--- src/rtl/mte_pkg.sv ---
// ============================================================================
// mte_pkg : shared types and constants for the motion-to-expression block
// Command/status structs, step codes, register indexes and fixed widths.
// ============================================================================
`default_nettype none

package mte_pkg;

   // Request / result payload widths
   localparam int AXIS_W     = 16;
   localparam int REQ_DATA_W = 48;
   localparam int RSP_DATA_W = 32;
   localparam int PB_W       = 14;
   localparam int CTL_W      = 7;

   // Configuration port
   localparam int CSR_IDX_W  = 3;
   localparam int CSR_DATA_W = 9;

   typedef logic [CSR_IDX_W-1:0] reg_index_type;

   localparam reg_index_type REG_HOLD_SAMPLES  = 3'd0;
   localparam reg_index_type REG_VELOCITY_GAIN = 3'd1;
   localparam reg_index_type REG_CUTOFF_OFFSET = 3'd2;
   localparam reg_index_type REG_FLIP_X        = 3'd3;
   localparam reg_index_type REG_FLIP_Y        = 3'd4;
   localparam reg_index_type REG_SWAP_XY       = 3'd5;

   localparam logic [6:0] HOLD_SAMPLES_RESET  = 7'd50;
   localparam logic [7:0] VELOCITY_GAIN_RESET = 8'd4;

   // Arithmetic constants
   localparam int MUL_W      = 18;
   localparam int PROD_W     = 36;
   localparam int ROOT_STEPS = 8;

   // Step counter (covers sqrt steps and up to 32 window entries)
   localparam int CNT_W = 5;

   // Datapath step codes
   localparam int OP_W = 4;
   typedef logic [OP_W-1:0] op_type;

   localparam op_type OP_NONE   = 4'd0;
   localparam op_type OP_LOAD   = 4'd1;
   localparam op_type OP_SQX    = 4'd2;
   localparam op_type OP_SQY    = 4'd3;
   localparam op_type OP_SQZ    = 4'd4;
   localparam op_type OP_SCX    = 4'd5;
   localparam op_type OP_SCY    = 4'd6;
   localparam op_type OP_PB     = 4'd7;
   localparam op_type OP_CO     = 4'd8;
   localparam op_type OP_ROOT   = 4'd9;
   localparam op_type OP_UPDATE = 4'd10;
   localparam op_type OP_SCAN   = 4'd11;
   localparam op_type OP_PEAK   = 4'd12;
   localparam op_type OP_PROD   = 4'd13;
   localparam op_type OP_VEL    = 4'd14;
   localparam op_type OP_EMIT   = 4'd15;

   typedef struct packed {
      op_type           op;
      logic [CNT_W-1:0] count;
   } cmd_type;

   typedef struct packed {
      logic out_full;
   } status_type;

   typedef struct packed {
      logic [6:0]        hold_samples;
      logic [7:0]        velocity_gain;
      logic signed [8:0] cutoff_offset;
      logic              flip_x;
      logic              flip_y;
      logic              swap_xy;
   } cfg_type;

endpackage

`default_nettype wire

--- src/rtl/mte_ctrl.sv ---
// ============================================================================
// mte_ctrl : sequencer for the motion-to-expression datapath
// Steps one request through squares, scaling, maps, root, window scan, emit.
// ============================================================================
`default_nettype none

module mte_ctrl #(
   parameter int WINDOW_LEN = 10
) (
   input  wire logic                clock,
   input  wire logic                reset,
   input  wire logic                req_tvalid,
   output logic                     req_tready,
   input  mte_pkg::status_type      status,
   output mte_pkg::cmd_type         cmd
);
   import mte_pkg::*;

   localparam logic [3:0] S_IDLE = 4'd0;
   localparam logic [3:0] S_SQX  = 4'd1;
   localparam logic [3:0] S_SQY  = 4'd2;
   localparam logic [3:0] S_SQZ  = 4'd3;
   localparam logic [3:0] S_SCX  = 4'd4;
   localparam logic [3:0] S_SCY  = 4'd5;
   localparam logic [3:0] S_PB   = 4'd6;
   localparam logic [3:0] S_CO   = 4'd7;
   localparam logic [3:0] S_ROOT = 4'd8;
   localparam logic [3:0] S_UPD  = 4'd9;
   localparam logic [3:0] S_SCAN = 4'd10;
   localparam logic [3:0] S_PEAK = 4'd11;
   localparam logic [3:0] S_PROD = 4'd12;
   localparam logic [3:0] S_VEL  = 4'd13;
   localparam logic [3:0] S_EMIT = 4'd14;

   localparam logic [CNT_W-1:0] ROOT_LAST = CNT_W'(ROOT_STEPS - 1);
   localparam logic [CNT_W-1:0] SCAN_LAST = CNT_W'(WINDOW_LEN - 1);

   logic [3:0]       state_ff, state_in;
   logic [CNT_W-1:0] cnt_ff, cnt_in;
   op_type           op;

   assign req_tready = (state_ff == S_IDLE) && !reset;
   assign cmd.op     = op;
   assign cmd.count  = cnt_ff;

   always_comb begin
      state_in = state_ff;
      cnt_in   = cnt_ff;
      op       = OP_NONE;
      unique case (state_ff)
         S_IDLE: begin
            if (req_tvalid && req_tready) begin
               op       = OP_LOAD;
               state_in = S_SQX;
            end
         end
         S_SQX: begin op = OP_SQX; state_in = S_SQY; end
         S_SQY: begin op = OP_SQY; state_in = S_SQZ; end
         S_SQZ: begin op = OP_SQZ; state_in = S_SCX; end
         S_SCX: begin op = OP_SCX; state_in = S_SCY; end
         S_SCY: begin op = OP_SCY; state_in = S_PB;  end
         S_PB:  begin op = OP_PB;  state_in = S_CO;  end
         S_CO: begin
            op       = OP_CO;
            state_in = S_ROOT;
            cnt_in   = '0;
         end
         S_ROOT: begin
            op = OP_ROOT;
            if (cnt_ff == ROOT_LAST) begin
               state_in = S_UPD;
               cnt_in   = '0;
            end else begin
               cnt_in = cnt_ff + 1'b1;
            end
         end
         S_UPD: begin
            op       = OP_UPDATE;
            state_in = S_SCAN;
            cnt_in   = '0;
         end
         S_SCAN: begin
            op = OP_SCAN;
            if (cnt_ff == SCAN_LAST) begin
               state_in = S_PEAK;
               cnt_in   = '0;
            end else begin
               cnt_in = cnt_ff + 1'b1;
            end
         end
         S_PEAK: begin op = OP_PEAK; state_in = S_PROD; end
         S_PROD: begin op = OP_PROD; state_in = S_VEL;  end
         S_VEL:  begin op = OP_VEL;  state_in = S_EMIT; end
         S_EMIT: begin
            // hold here while the previous result still sits in the output reg
            if (!status.out_full) begin
               op       = OP_EMIT;
               state_in = S_IDLE;
            end
         end
         default: begin
            state_in = S_IDLE;
            cnt_in   = '0;
         end
      endcase
   end

   always_ff @(posedge clock) begin
      if (reset) begin
         state_ff <= S_IDLE;
         cnt_ff   <= '0;
      end else begin
         state_ff <= state_in;
         cnt_ff   <= cnt_in;
      end
   end

endmodule

`default_nettype wire

--- src/rtl/mte_dp.sv ---
// ============================================================================
// mte_dp : datapath for the motion-to-expression block
// Shared 18x18 multiplier, bit-pair square root, change window, output reg.
// ============================================================================
`default_nettype none

module mte_dp #(
   parameter int WINDOW_LEN = 10
) (
   input  wire logic                             clock,
   input  wire logic                             reset,
   input  mte_pkg::cmd_type                      cmd,
   input  mte_pkg::cfg_type                      cfg,
   input  wire logic signed [mte_pkg::AXIS_W-1:0] raw_x,
   input  wire logic signed [mte_pkg::AXIS_W-1:0] raw_y,
   input  wire logic signed [mte_pkg::AXIS_W-1:0] raw_z,
   output mte_pkg::status_type                   status,
   output logic                                  rsp_valid,
   input  wire logic                             rsp_ready,
   output logic [mte_pkg::PB_W-1:0]              rsp_pitch_bend,
   output logic [mte_pkg::CTL_W-1:0]             rsp_cutoff,
   output logic [mte_pkg::CTL_W-1:0]             rsp_velocity
);
   import mte_pkg::*;

   localparam int IDX_W = (WINDOW_LEN > 1) ? $clog2(WINDOW_LEN) : 1;
   localparam logic [IDX_W-1:0] POS_LAST = IDX_W'(WINDOW_LEN - 1);

   function automatic logic [16:0] abs17(input logic [AXIS_W-1:0] v);
      logic [16:0] ext;
      ext = {v[AXIS_W-1], v};
      return v[AXIS_W-1] ? (~ext + 17'd1) : ext;
   endfunction

   // clamp(p >> 8) to [0, 16383]
   function automatic logic [PB_W-1:0] map_pb(input logic [PROD_W-1:0] p);
      logic [PB_W-1:0] r;
      if (p[PROD_W-1])
         r = '0;
      else if (p[PROD_W-2:8+PB_W] != '0)
         r = '1;
      else
         r = p[8+PB_W-1:8];
      return r;
   endfunction

   // clamp(p >> 8) to [0, 127]
   function automatic logic [CTL_W-1:0] map_ctl(input logic [PROD_W-1:0] p);
      logic [CTL_W-1:0] r;
      if (p[PROD_W-1])
         r = '0;
      else if (p[PROD_W-2:8+CTL_W] != '0)
         r = '1;
      else
         r = p[8+CTL_W-1:8];
      return r;
   endfunction

   // input latch
   logic [AXIS_W-1:0] rx_ff, ry_ff, rz_ff;

   // working registers
   logic [15:0]       acc_ff, acc_in;
   logic [15:0]       rad_ff, rad_in;
   logic [8:0]        rem_ff, rem_in;
   logic [7:0]        root_ff, root_in;
   logic signed [8:0] sx_ff, sx_in, sy_ff, sy_in;
   logic [PB_W-1:0]   pb_ff, pb_in;
   logic [CTL_W-1:0]  co_ff, co_in, vel_ff, vel_in;
   logic [14:0]       prod_ff, prod_in;
   logic [7:0]        best_ff, best_in;

   // running state
   logic [7:0]        prev_ff, prev_in;
   logic [7:0]        win_ff [WINDOW_LEN];
   logic [7:0]        win_in [WINDOW_LEN];
   logic [IDX_W-1:0]  pos_ff, pos_in;
   logic [7:0]        peak_ff, peak_in;
   logic [6:0]        hold_ff, hold_in;

   // output register
   logic              rsp_valid_ff, rsp_valid_in;
   logic [PB_W-1:0]   rsp_pb_ff;
   logic [CTL_W-1:0]  rsp_co_ff, rsp_vel_ff;

   // shared multiplier
   logic signed [MUL_W-1:0]  mul_a, mul_b;
   logic signed [PROD_W-1:0] mul_p;
   logic [15:0]              p_hi;
   logic [PROD_W-1:0]        scaled;

   // orientation
   logic signed [8:0] fx, fy, ox, oy;

   // root step
   logic [10:0] rem_sh, trial;

   // window update
   logic [7:0]  chg, rd, new_peak;
   logic [6:0]  hold_next;

   assign fx = cfg.flip_x ? -sx_ff : sx_ff;
   assign fy = cfg.flip_y ? -sy_ff : sy_ff;
   assign ox = cfg.swap_xy ? fy : fx;
   assign oy = cfg.swap_xy ? fx : fy;

   always_comb begin
      mul_a = '0;
      mul_b = '0;
      unique case (cmd.op)
         OP_SQX: begin mul_a = {1'b0, abs17(rx_ff)}; mul_b = {1'b0, abs17(rx_ff)}; end
         OP_SQY: begin mul_a = {1'b0, abs17(ry_ff)}; mul_b = {1'b0, abs17(ry_ff)}; end
         OP_SQZ: begin mul_a = {1'b0, abs17(rz_ff)}; mul_b = {1'b0, abs17(rz_ff)}; end
         OP_SCX: begin mul_a = {{2{rx_ff[AXIS_W-1]}}, rx_ff}; mul_b = 18'sd493; end
         OP_SCY: begin mul_a = {{2{ry_ff[AXIS_W-1]}}, ry_ff}; mul_b = 18'sd493; end
         OP_PB: begin
            mul_a = {{9{ox[8]}}, ox} + 18'd128;
            mul_b = 18'sd16383;
         end
         OP_CO: begin
            mul_a = {{9{cfg.cutoff_offset[8]}}, cfg.cutoff_offset}
                  + {{9{oy[8]}}, oy} + 18'd128;
            mul_b = 18'sd127;
         end
         OP_PROD: begin mul_a = {10'b0, peak_ff}; mul_b = {10'b0, cfg.velocity_gain}; end
         OP_VEL: begin
            mul_a = {3'b0, prod_ff} + 18'd128;
            mul_b = 18'sd127;
         end
         default: begin
            mul_a = '0;
            mul_b = '0;
         end
      endcase
   end

   assign mul_p  = mul_a * mul_b;
   assign p_hi   = mul_p[31:16];
   // truncate toward zero on the >> 16
   assign scaled = mul_p + (mul_p[PROD_W-1] ? PROD_W'(65535) : '0);

   assign rem_sh = {rem_ff, rad_ff[15:14]};
   assign trial  = {1'b0, root_ff, 2'b01};

   assign chg       = (root_ff >= prev_ff) ? (root_ff - prev_ff) : (prev_ff - root_ff);
   assign rd        = win_ff[cmd.count[IDX_W-1:0]];
   assign new_peak  = (best_ff > peak_ff) ? best_ff : peak_ff;
   assign hold_next = hold_ff + 7'd1;

   assign status.out_full = rsp_valid_ff && !rsp_ready;

   always_comb begin
      acc_in       = acc_ff;
      rad_in       = rad_ff;
      rem_in       = rem_ff;
      root_in      = root_ff;
      sx_in        = sx_ff;
      sy_in        = sy_ff;
      pb_in        = pb_ff;
      co_in        = co_ff;
      vel_in       = vel_ff;
      prod_in      = prod_ff;
      best_in      = best_ff;
      prev_in      = prev_ff;
      win_in       = win_ff;
      pos_in       = pos_ff;
      peak_in      = peak_ff;
      hold_in      = hold_ff;
      rsp_valid_in = rsp_valid_ff && !rsp_ready;
      unique case (cmd.op)
         OP_SQX: acc_in = p_hi;
         OP_SQY: acc_in = acc_ff + p_hi;
         OP_SQZ: begin
            rad_in  = acc_ff + p_hi;
            rem_in  = '0;
            root_in = '0;
         end
         OP_SCX: sx_in = scaled[24:16];
         OP_SCY: sy_in = scaled[24:16];
         OP_PB:  pb_in = map_pb(mul_p);
         OP_CO:  co_in = map_ctl(mul_p);
         OP_ROOT: begin
            rad_in = {rad_ff[13:0], 2'b00};
            if (rem_sh >= trial) begin
               rem_in  = 9'(rem_sh - trial);
               root_in = {root_ff[6:0], 1'b1};
            end else begin
               rem_in  = rem_sh[8:0];
               root_in = {root_ff[6:0], 1'b0};
            end
         end
         OP_UPDATE: begin
            win_in[pos_ff] = chg;
            prev_in        = root_ff;
            pos_in         = (pos_ff == POS_LAST) ? '0 : pos_ff + 1'b1;
            best_in        = '0;
         end
         OP_SCAN: best_in = (rd > best_ff) ? rd : best_ff;
         OP_PEAK: begin
            if (hold_next == cfg.hold_samples) begin
               for (int i = 0; i < WINDOW_LEN; i++) win_in[i] = '0;
               pos_in  = '0;
               peak_in = '0;
               hold_in = '0;
            end else begin
               peak_in = new_peak;
               hold_in = hold_next;
            end
         end
         OP_PROD: prod_in = (mul_p[PROD_W-2:15] != '0) ? 15'h7fff : mul_p[14:0];
         OP_VEL:  vel_in  = map_ctl(mul_p);
         OP_EMIT: rsp_valid_in = 1'b1;
         default: ;
      endcase
   end

   always_ff @(posedge clock) begin
      if (reset) begin
         prev_ff      <= '0;
         pos_ff       <= '0;
         peak_ff      <= '0;
         hold_ff      <= '0;
         rsp_valid_ff <= 1'b0;
         for (int i = 0; i < WINDOW_LEN; i++) win_ff[i] <= '0;
      end else begin
         prev_ff      <= prev_in;
         pos_ff       <= pos_in;
         peak_ff      <= peak_in;
         hold_ff      <= hold_in;
         rsp_valid_ff <= rsp_valid_in;
         for (int i = 0; i < WINDOW_LEN; i++) win_ff[i] <= win_in[i];
      end
   end

   always_ff @(posedge clock) begin
      if (cmd.op == OP_LOAD) begin
         rx_ff <= raw_x;
         ry_ff <= raw_y;
         rz_ff <= raw_z;
      end
      if (cmd.op == OP_EMIT) begin
         rsp_pb_ff  <= pb_ff;
         rsp_co_ff  <= co_ff;
         rsp_vel_ff <= vel_ff;
      end
      acc_ff  <= acc_in;
      rad_ff  <= rad_in;
      rem_ff  <= rem_in;
      root_ff <= root_in;
      sx_ff   <= sx_in;
      sy_ff   <= sy_in;
      pb_ff   <= pb_in;
      co_ff   <= co_in;
      vel_ff  <= vel_in;
      prod_ff <= prod_in;
      best_ff <= best_in;
   end

   assign rsp_valid      = rsp_valid_ff;
   assign rsp_pitch_bend = rsp_pb_ff;
   assign rsp_cutoff     = rsp_co_ff;
   assign rsp_velocity   = rsp_vel_ff;

endmodule

`default_nettype wire

--- src/rtl/accel_motion_to_expression.sv ---
// ============================================================================
// accel_motion_to_expression : accelerometer sample to expression controls
// Maps tilt to pitch bend and cutoff, and motion peaks to velocity.
// ============================================================================
// Usage:
//  - req_* stream: one request per accelerometer sample (x, y, z, signed).
//  - rsp_* stream: exactly one result per request, in order.
//  - csr_* port: register writes (0 hold_samples, 1 velocity_gain,
//    2 cutoff_offset, 3 flip_x, 4 flip_y, 5 swap_xy); other indexes ignored.
//    Write only while no request is in flight. csr_ready is high out of reset.
//  - Operation: each accepted request is worked through one shared 18x18
//    multiplier (9 products), an 8-step bit-pair square root and a
//    one-entry-per-cycle scan of the change window, then rsp_tvalid rises.
//  - One request at a time: req_tready is high only between requests, so a
//    new request is taken only after the last one has reached its final step.
//  - The result sits in an output register; a stalled receiver holds it,
//    and the next request is still taken and worked on. It only waits at the
//    final step if the previous result has not been taken yet.
//  - Reset (synchronous): registers back to defaults, window, peak, hold
//    counter and previous magnitude cleared, no result pending.
// ============================================================================
`default_nettype none

module accel_motion_to_expression #(
   parameter int WINDOW_LEN = 10
) (
   input  wire logic                               clock,
   input  wire logic                               reset,
   // request stream
   input  wire logic                               req_tvalid,
   output logic                                    req_tready,
   input  wire logic [mte_pkg::REQ_DATA_W-1:0]     req_tdata,  // raw_x, raw_y, raw_z
   // result stream
   output logic                                    rsp_tvalid,
   input  wire logic                               rsp_tready,
   output logic [mte_pkg::RSP_DATA_W-1:0]          rsp_tdata,  // pitch_bend, cutoff,
                                                               // velocity, zero pad
   // register writes
   input  wire logic                               csr_valid,
   output logic                                    csr_ready,
   input  wire logic [mte_pkg::CSR_IDX_W-1:0]      csr_index,
   input  wire logic [mte_pkg::CSR_DATA_W-1:0]     csr_data
);
   import mte_pkg::*;

   cfg_type    cfg_ff, cfg_in;
   cmd_type    cmd;
   status_type status;

   logic [PB_W-1:0]  pitch_bend;
   logic [CTL_W-1:0] cutoff, velocity;

   // ---------------------------------------------------------------------
   // Register file
   // ---------------------------------------------------------------------
   assign csr_ready = !reset;

   always_comb begin
      cfg_in = cfg_ff;
      if (csr_valid && csr_ready) begin
         unique case (csr_index)
            REG_HOLD_SAMPLES:  cfg_in.hold_samples  = csr_data[6:0];
            REG_VELOCITY_GAIN: cfg_in.velocity_gain = csr_data[7:0];
            REG_CUTOFF_OFFSET: cfg_in.cutoff_offset = csr_data;
            REG_FLIP_X:        cfg_in.flip_x        = csr_data[0];
            REG_FLIP_Y:        cfg_in.flip_y        = csr_data[0];
            REG_SWAP_XY:       cfg_in.swap_xy       = csr_data[0];
            default: ;
         endcase
      end
   end

   always_ff @(posedge clock) begin
      if (reset) begin
         cfg_ff.hold_samples  <= HOLD_SAMPLES_RESET;
         cfg_ff.velocity_gain <= VELOCITY_GAIN_RESET;
         cfg_ff.cutoff_offset <= '0;
         cfg_ff.flip_x        <= 1'b0;
         cfg_ff.flip_y        <= 1'b0;
         cfg_ff.swap_xy       <= 1'b0;
      end else begin
         cfg_ff <= cfg_in;
      end
   end

   // ---------------------------------------------------------------------
   // Sequencer and datapath
   // ---------------------------------------------------------------------
   mte_ctrl #(
      .WINDOW_LEN (WINDOW_LEN)
   ) u_ctrl (
      .clock      (clock),
      .reset      (reset),
      .req_tvalid (req_tvalid),
      .req_tready (req_tready),
      .status     (status),
      .cmd        (cmd)
   );

   mte_dp #(
      .WINDOW_LEN (WINDOW_LEN)
   ) u_dp (
      .clock          (clock),
      .reset          (reset),
      .cmd            (cmd),
      .cfg            (cfg_ff),
      .raw_x          (req_tdata[15:0]),
      .raw_y          (req_tdata[31:16]),
      .raw_z          (req_tdata[47:32]),
      .status         (status),
      .rsp_valid      (rsp_tvalid),
      .rsp_ready      (rsp_tready),
      .rsp_pitch_bend (pitch_bend),
      .rsp_cutoff     (cutoff),
      .rsp_velocity   (velocity)
   );

   // result packing: pitch_bend [13:0], cutoff [20:14], velocity [27:21]
   assign rsp_tdata = {4'b0, velocity, cutoff, pitch_bend};

endmodule

`default_nettype wire

--- config.mk ---
export PLATFORM = sky130hd
export DESIGN_NAME = accel_motion_to_expression
export DESIGN_NICKNAME = d
export VERILOG_FILES = /design/src/rtl/mte_pkg.sv /design/src/rtl/mte_ctrl.sv /design/src/rtl/mte_dp.sv /design/src/rtl/accel_motion_to_expression.sv
export SDC_FILE = /design/constraint.sdc
export NUM_CORES = 1
export LEC_CHECK = 0
export BUFFER_PORTS_ARGS = -buffer_cell sky130_fd_sc_hd__buf_2
export CAP_MARGIN = 15
export CORE_UTILIZATION = 45
export CTS_BUF_LIST = sky130_fd_sc_hd__clkbuf_16
export DETAILED_ROUTE_END_ITERATION = 16
export GPL_TIMING_DRIVEN = 0
export PLACE_DENSITY = 0.71
export RECOVER_POWER = 100
export SKIP_CTS_REPAIR_TIMING = 1
export SYNTH_ARGS = -nofsm -noshare
export SYNTH_HDL_FRONTEND = slang
export SYNTH_HIERARCHICAL = 1
export SYNTH_SLANG_ARGS = --single-unit
--- constraint.sdc ---
create_clock -name clock -period 12.29 [get_ports clock]
set_clock_uncertainty 0.05 [all_clocks]
set_input_delay 0.6145 -clock clock [delete_from_list [all_inputs] [get_ports clock]]
set_output_delay 0.6145 -clock clock [all_outputs]
set_load 0.02 [all_outputs]
==> qor.yml <==
synthesis:
  syn_inst: 3176
  synthFlopType: "edfxtp_1"
  synthXorXnorAreaFrac_pct: 4.20
  synth-seq-area-share_pct: 29.0
  async_flop_share_pct: 0
  yosysUniqueCellTypes: 100
  synth_compound_area_share_pct: 12.6
  synthSimpleGateAreaFrac_pct: 15.1
  netlist_area_sq_um: 30000
  synth_top_family_by_area: "adder cells"
  ys.warnings.count: 6
  synth.avg_cell_area_sq_um: 9.46
  synth_edf_count: 194
  yosys-mux-area-fraction_pct: 2.95
  ys_ff_latch: 338
  synth_adder_area_share_pct: 28.5
finish:
  drive_above_1_share_pct: 11.9
  fin_cells: 4292
  nNetsFinal: 3958
  final_util_pct: 51.7
  area_delta_synth_final_pct: 13.5
  finalInstanceArea_sq_um: 34100
drt:
  wl_met1_um: 34300
  vias: 24100
  wl_per_cell_um: 19.8
  wl_met3_um: 6860
  top_layer: "met5"
  drt_iter0_drc: 2594
  drc: 0
  firstDrtPassIters: 9
  vias_per_cell: 5.62
  drt-total-wl_um: 84900
  antenna_left: 0
  route.met2.wl_um: 39900
sta:
  layout_min_cycle_time_ps: 12230
  slew_headroom_pct: -31.7
  setup_viol: 0
  finalSetupTns_ps: 0
  timing.final.ws_setup_ps: 64.8
  worst_pin_slew_ps: 1960
  timing.fmax_ghz: 0.0818
  rsz0062_at_grt: "true"
  finalCritPeriodShare_pct: 99.5
  report.final.slew_viol_count: 28
  hold_viol: 0
  timing.hold.ws_ps: 209
floorplanning:
  dieArea_sq_um: 67800
  design.core.area_sq_um: 65900
  placementRows: 94
  start_util_pct: 45.6
  die_width_um: 260
  die_y_um: 260
  ios: 100
critical_path:
  crit_path_max_fanout: 11
  cp.required_ps: 12480
  crit_path_end_kind: "register"
  crit_path_top_delay_cell: "fa_1"
  worst_r2r_endpoint: "u_dp/sx_ff[5]"
  r2r_cells: 46
  path_class: "reg -> reg"
  path_buf_inv: 6
  path_delay_family: "adder cells"
  slowest_delay_ps: 570
  r2r_setup_slack_ps: 60
  critPathLaunchType: "register"
  crit_arrival_ps: 12410
  r2r_start: "u_dp/sx_ff[0]"
global_route:
  antenna_found_initial: 4
  grt_max_degree: 21
  grt-ovfl-total: 0
  first_global_vias: 23800
  grt_usage_pct: 25.1
  grt_pass1_wl_um: 131000
min_path:
  worstHoldStart: "req_tdata[46]"
  hold_depth: 1
  holdPathEnd: "u_dp/rz_ff[14]"
  hold_path.class: "in -> reg"
placement:
  gp_congestion: 0.955
  dp.cells: 4177
  post-place-ws_ps: -2930
  place_area_sq_um: 31900
  place_hpwl_um: 66700
  portBuffers: 95
status:
  outcome: "finished, violations left"
  violations: "max-capacitance violations, max-slew violations"
power_and_ir_drop:
  p_comb_share_pct: 53.9
  powerDensity_nw_per_um2: 156
  p_leak_nw: 14.6
  total_power_mw: 5.32
  power_frac_clock_pct: 19.4
  p_sw_share_pct: 42.4
  ir_worst_vdd_mv: 0.156
  pwr-share-seq_pct: 26.7
  power.internal_mw: 3.06
  p_sw_mw: 2.26
job:
  maxCapViolCount: 2
clocking:
  numCtsBuffers: 36
  cts_buffer_depth: 3
  clkSinkCount: 338
  clk_pin_slew_ps: 60
  cts_tree: "yes"
  cts_root_buf: "clkbuf_16"
  h-tree-depth: 2
  insertion_delay_ps: 530
## layer usage
metal  GRT usage (%)  vias up
li1                -    11100
met1            32.8    11800
met2            41.5     1088
met4            9.94        4
met5               0        -
met3            3.98      230
## synthesized netlist by cell type (7+ instances only)
| cell type | instances | area, sq um |
|---|---|---|
| o21ai_0 | 114 | 571 |
| inv_1 | 463 | 1740 |
| o21ai_1 | 15 | 75.1 |
| or2_2 | 14 | 87.6 |
| or4_1 | 8 | 60.1 |
| ha_1 | 179 | 2240 |
| mux2_2 | 16 | 180 |
| mux2i_1 | 30 | 300 |
| o21bai_1 | 12 | 90.1 |
| nor3b_1 | 9 | 67.6 |
| dfxtp_1 | 144 | 2880 |
| nand2_1 | 296 | 1110 |
| mux4_2 | 16 | 360 |
| nor2b_1 | 33 | 206 |
| o211ai_1 | 14 | 105 |
| nand4_1 | 12 | 75.1 |
| o41ai_1 | 7 | 61.3 |
| nand3_1 | 66 | 330 |
| nand2b_1 | 57 | 357 |
| o2bb2ai_1 | 7 | 61.3 |
| or3_1 | 14 | 87.6 |
| a21oi_1 | 136 | 681 |
| edfxtp_1 | 194 | 5830 |
| xor2_1 | 50 | 438 |
| nor4_1 | 8 | 50.1 |
| nor2_1 | 300 | 1130 |
| and2_1 | 32 | 200 |
| clkbuf_1 | 106 | 398 |
| a21o_1 | 26 | 195 |
| o21a_1 | 14 | 105 |
| o31ai_1 | 21 | 158 |
| buf_4 | 7 | 52.6 |
| and3_1 | 19 | 119 |
| nand3b_1 | 14 | 105 |
| a211oi_1 | 15 | 113 |
| buf_2 | 11 | 55.1 |
| a22o_1 | 8 | 70.1 |
| xnor2_1 | 94 | 823 |
| a22oi_1 | 98 | 736 |
| o22ai_1 | 10 | 62.6 |
| a31oi_1 | 9 | 56.3 |
| nor3_1 | 47 | 235 |
| fa_1 | 315 | 6310 |
## worst max path at each step
stage / startpoint / cells after the start / end
floorplan: u_dp/sx_ff[0] / 50 / u_dp/sx_ff[5]
global placement: u_dp/sx_ff[0] / 45 / u_dp/sx_ff[5]
detailed placement: u_dp/sx_ff[0] / 51 / u_dp/sx_ff[5]
CTS: u_dp/sx_ff[0] / 51 / u_dp/sx_ff[5]
global route: u_dp/sx_ff[0] / 51 / u_dp/sy_ff[5]
finish: u_dp/sx_ff[0] / 46 / u_dp/sx_ff[5]
## worst reg2reg max path, delay by kind of cell, from the launching register on
family | cells | cell delay [ps]
multiplexers | 1 | 220
AO/OA/AOI/OAI | 15 | 2490
adder cells (fa/ha/maj) | 11 | 4290
XOR/XNOR | 3 | 530
AND/OR/NAND/NOR | 10 | 3040
buffers and inverters | 6 | 880
flip-flops | 1 | 400
## registers in the layout (all words and copies together) (netlist names), 9 cells and up
signal and count:
cfg_ff 27, u_dp/acc_ff 16, u_dp/pb_ff 14, u_dp/prod_ff 15
u_dp/rad_ff 16, u_dp/rem_ff 9, u_dp/rsp_pitch_bend 14, u_dp/rx_ff 16
u_dp/ry_ff 16, u_dp/rz_ff 16, u_dp/sx_ff 9, u_dp/sy_ff 9
u_dp/win_ff 80
## cells in the final DEF (no fill, tap or decap), drive strengths merged, types with 94 or more instances in the layout
cell type / Yosys / final
a22oi: 98 / 98
nor2: 301 / 301
xnor2: 94 / 94
dfxtp: 144 / 144
ha: 179 / 179
buf: 27 / 152
a21oi: 136 / 136
nand2: 297 / 297
fa: 315 / 315
o21ai: 130 / 130
edfxtp: 194 / 194
clkbuf: 106 / 171
inv: 464 / 468
## power groups by stage
stage / Combinational, mW / Sequential, mW / Clock [mW]
6_report: 2.87 / 1.42 / 1.03
3_5_place_dp: 2.56 / 1.44 / 0
2_1_floorplan: 1.84 / 1.43 / 0
3_3_place_gp: 2.50 / 1.45 / 0
4_1_cts: 2.57 / 1.42 / 1.05
5_1_grt: 3.15 / 1.43 / 1.09
## layout make-up
cell class	count	area, sq um
tap	864	1080
clock inverter	25	145
sequential	338	8710
multi-input combinational	2271	19800
buffer	121	584
clock buffer	38	951
timing repair buffer	164	1030
inverter	467	1780
fill	6006	31800
antenna	4	10.0
## kinds of logic (layout without fill, tap and decap cells)
| group | Yosys count | count (layout) |
|---|---|---|
| muxes | 64 | 64 |
| xor gates and xnor gates | 144 | 144 |
| DFF | 338 | 338 |
| buffers and inverters | 600 | 815 |
| AOI/OAI and AO/OA | 572 | 572 |
| and+or+nand+nor | 961 | 961 |
| other | 3 | 40 |
| adders and majority gates | 494 | 494 |
No activity file was read; power rests on OpenSTA's default activity.
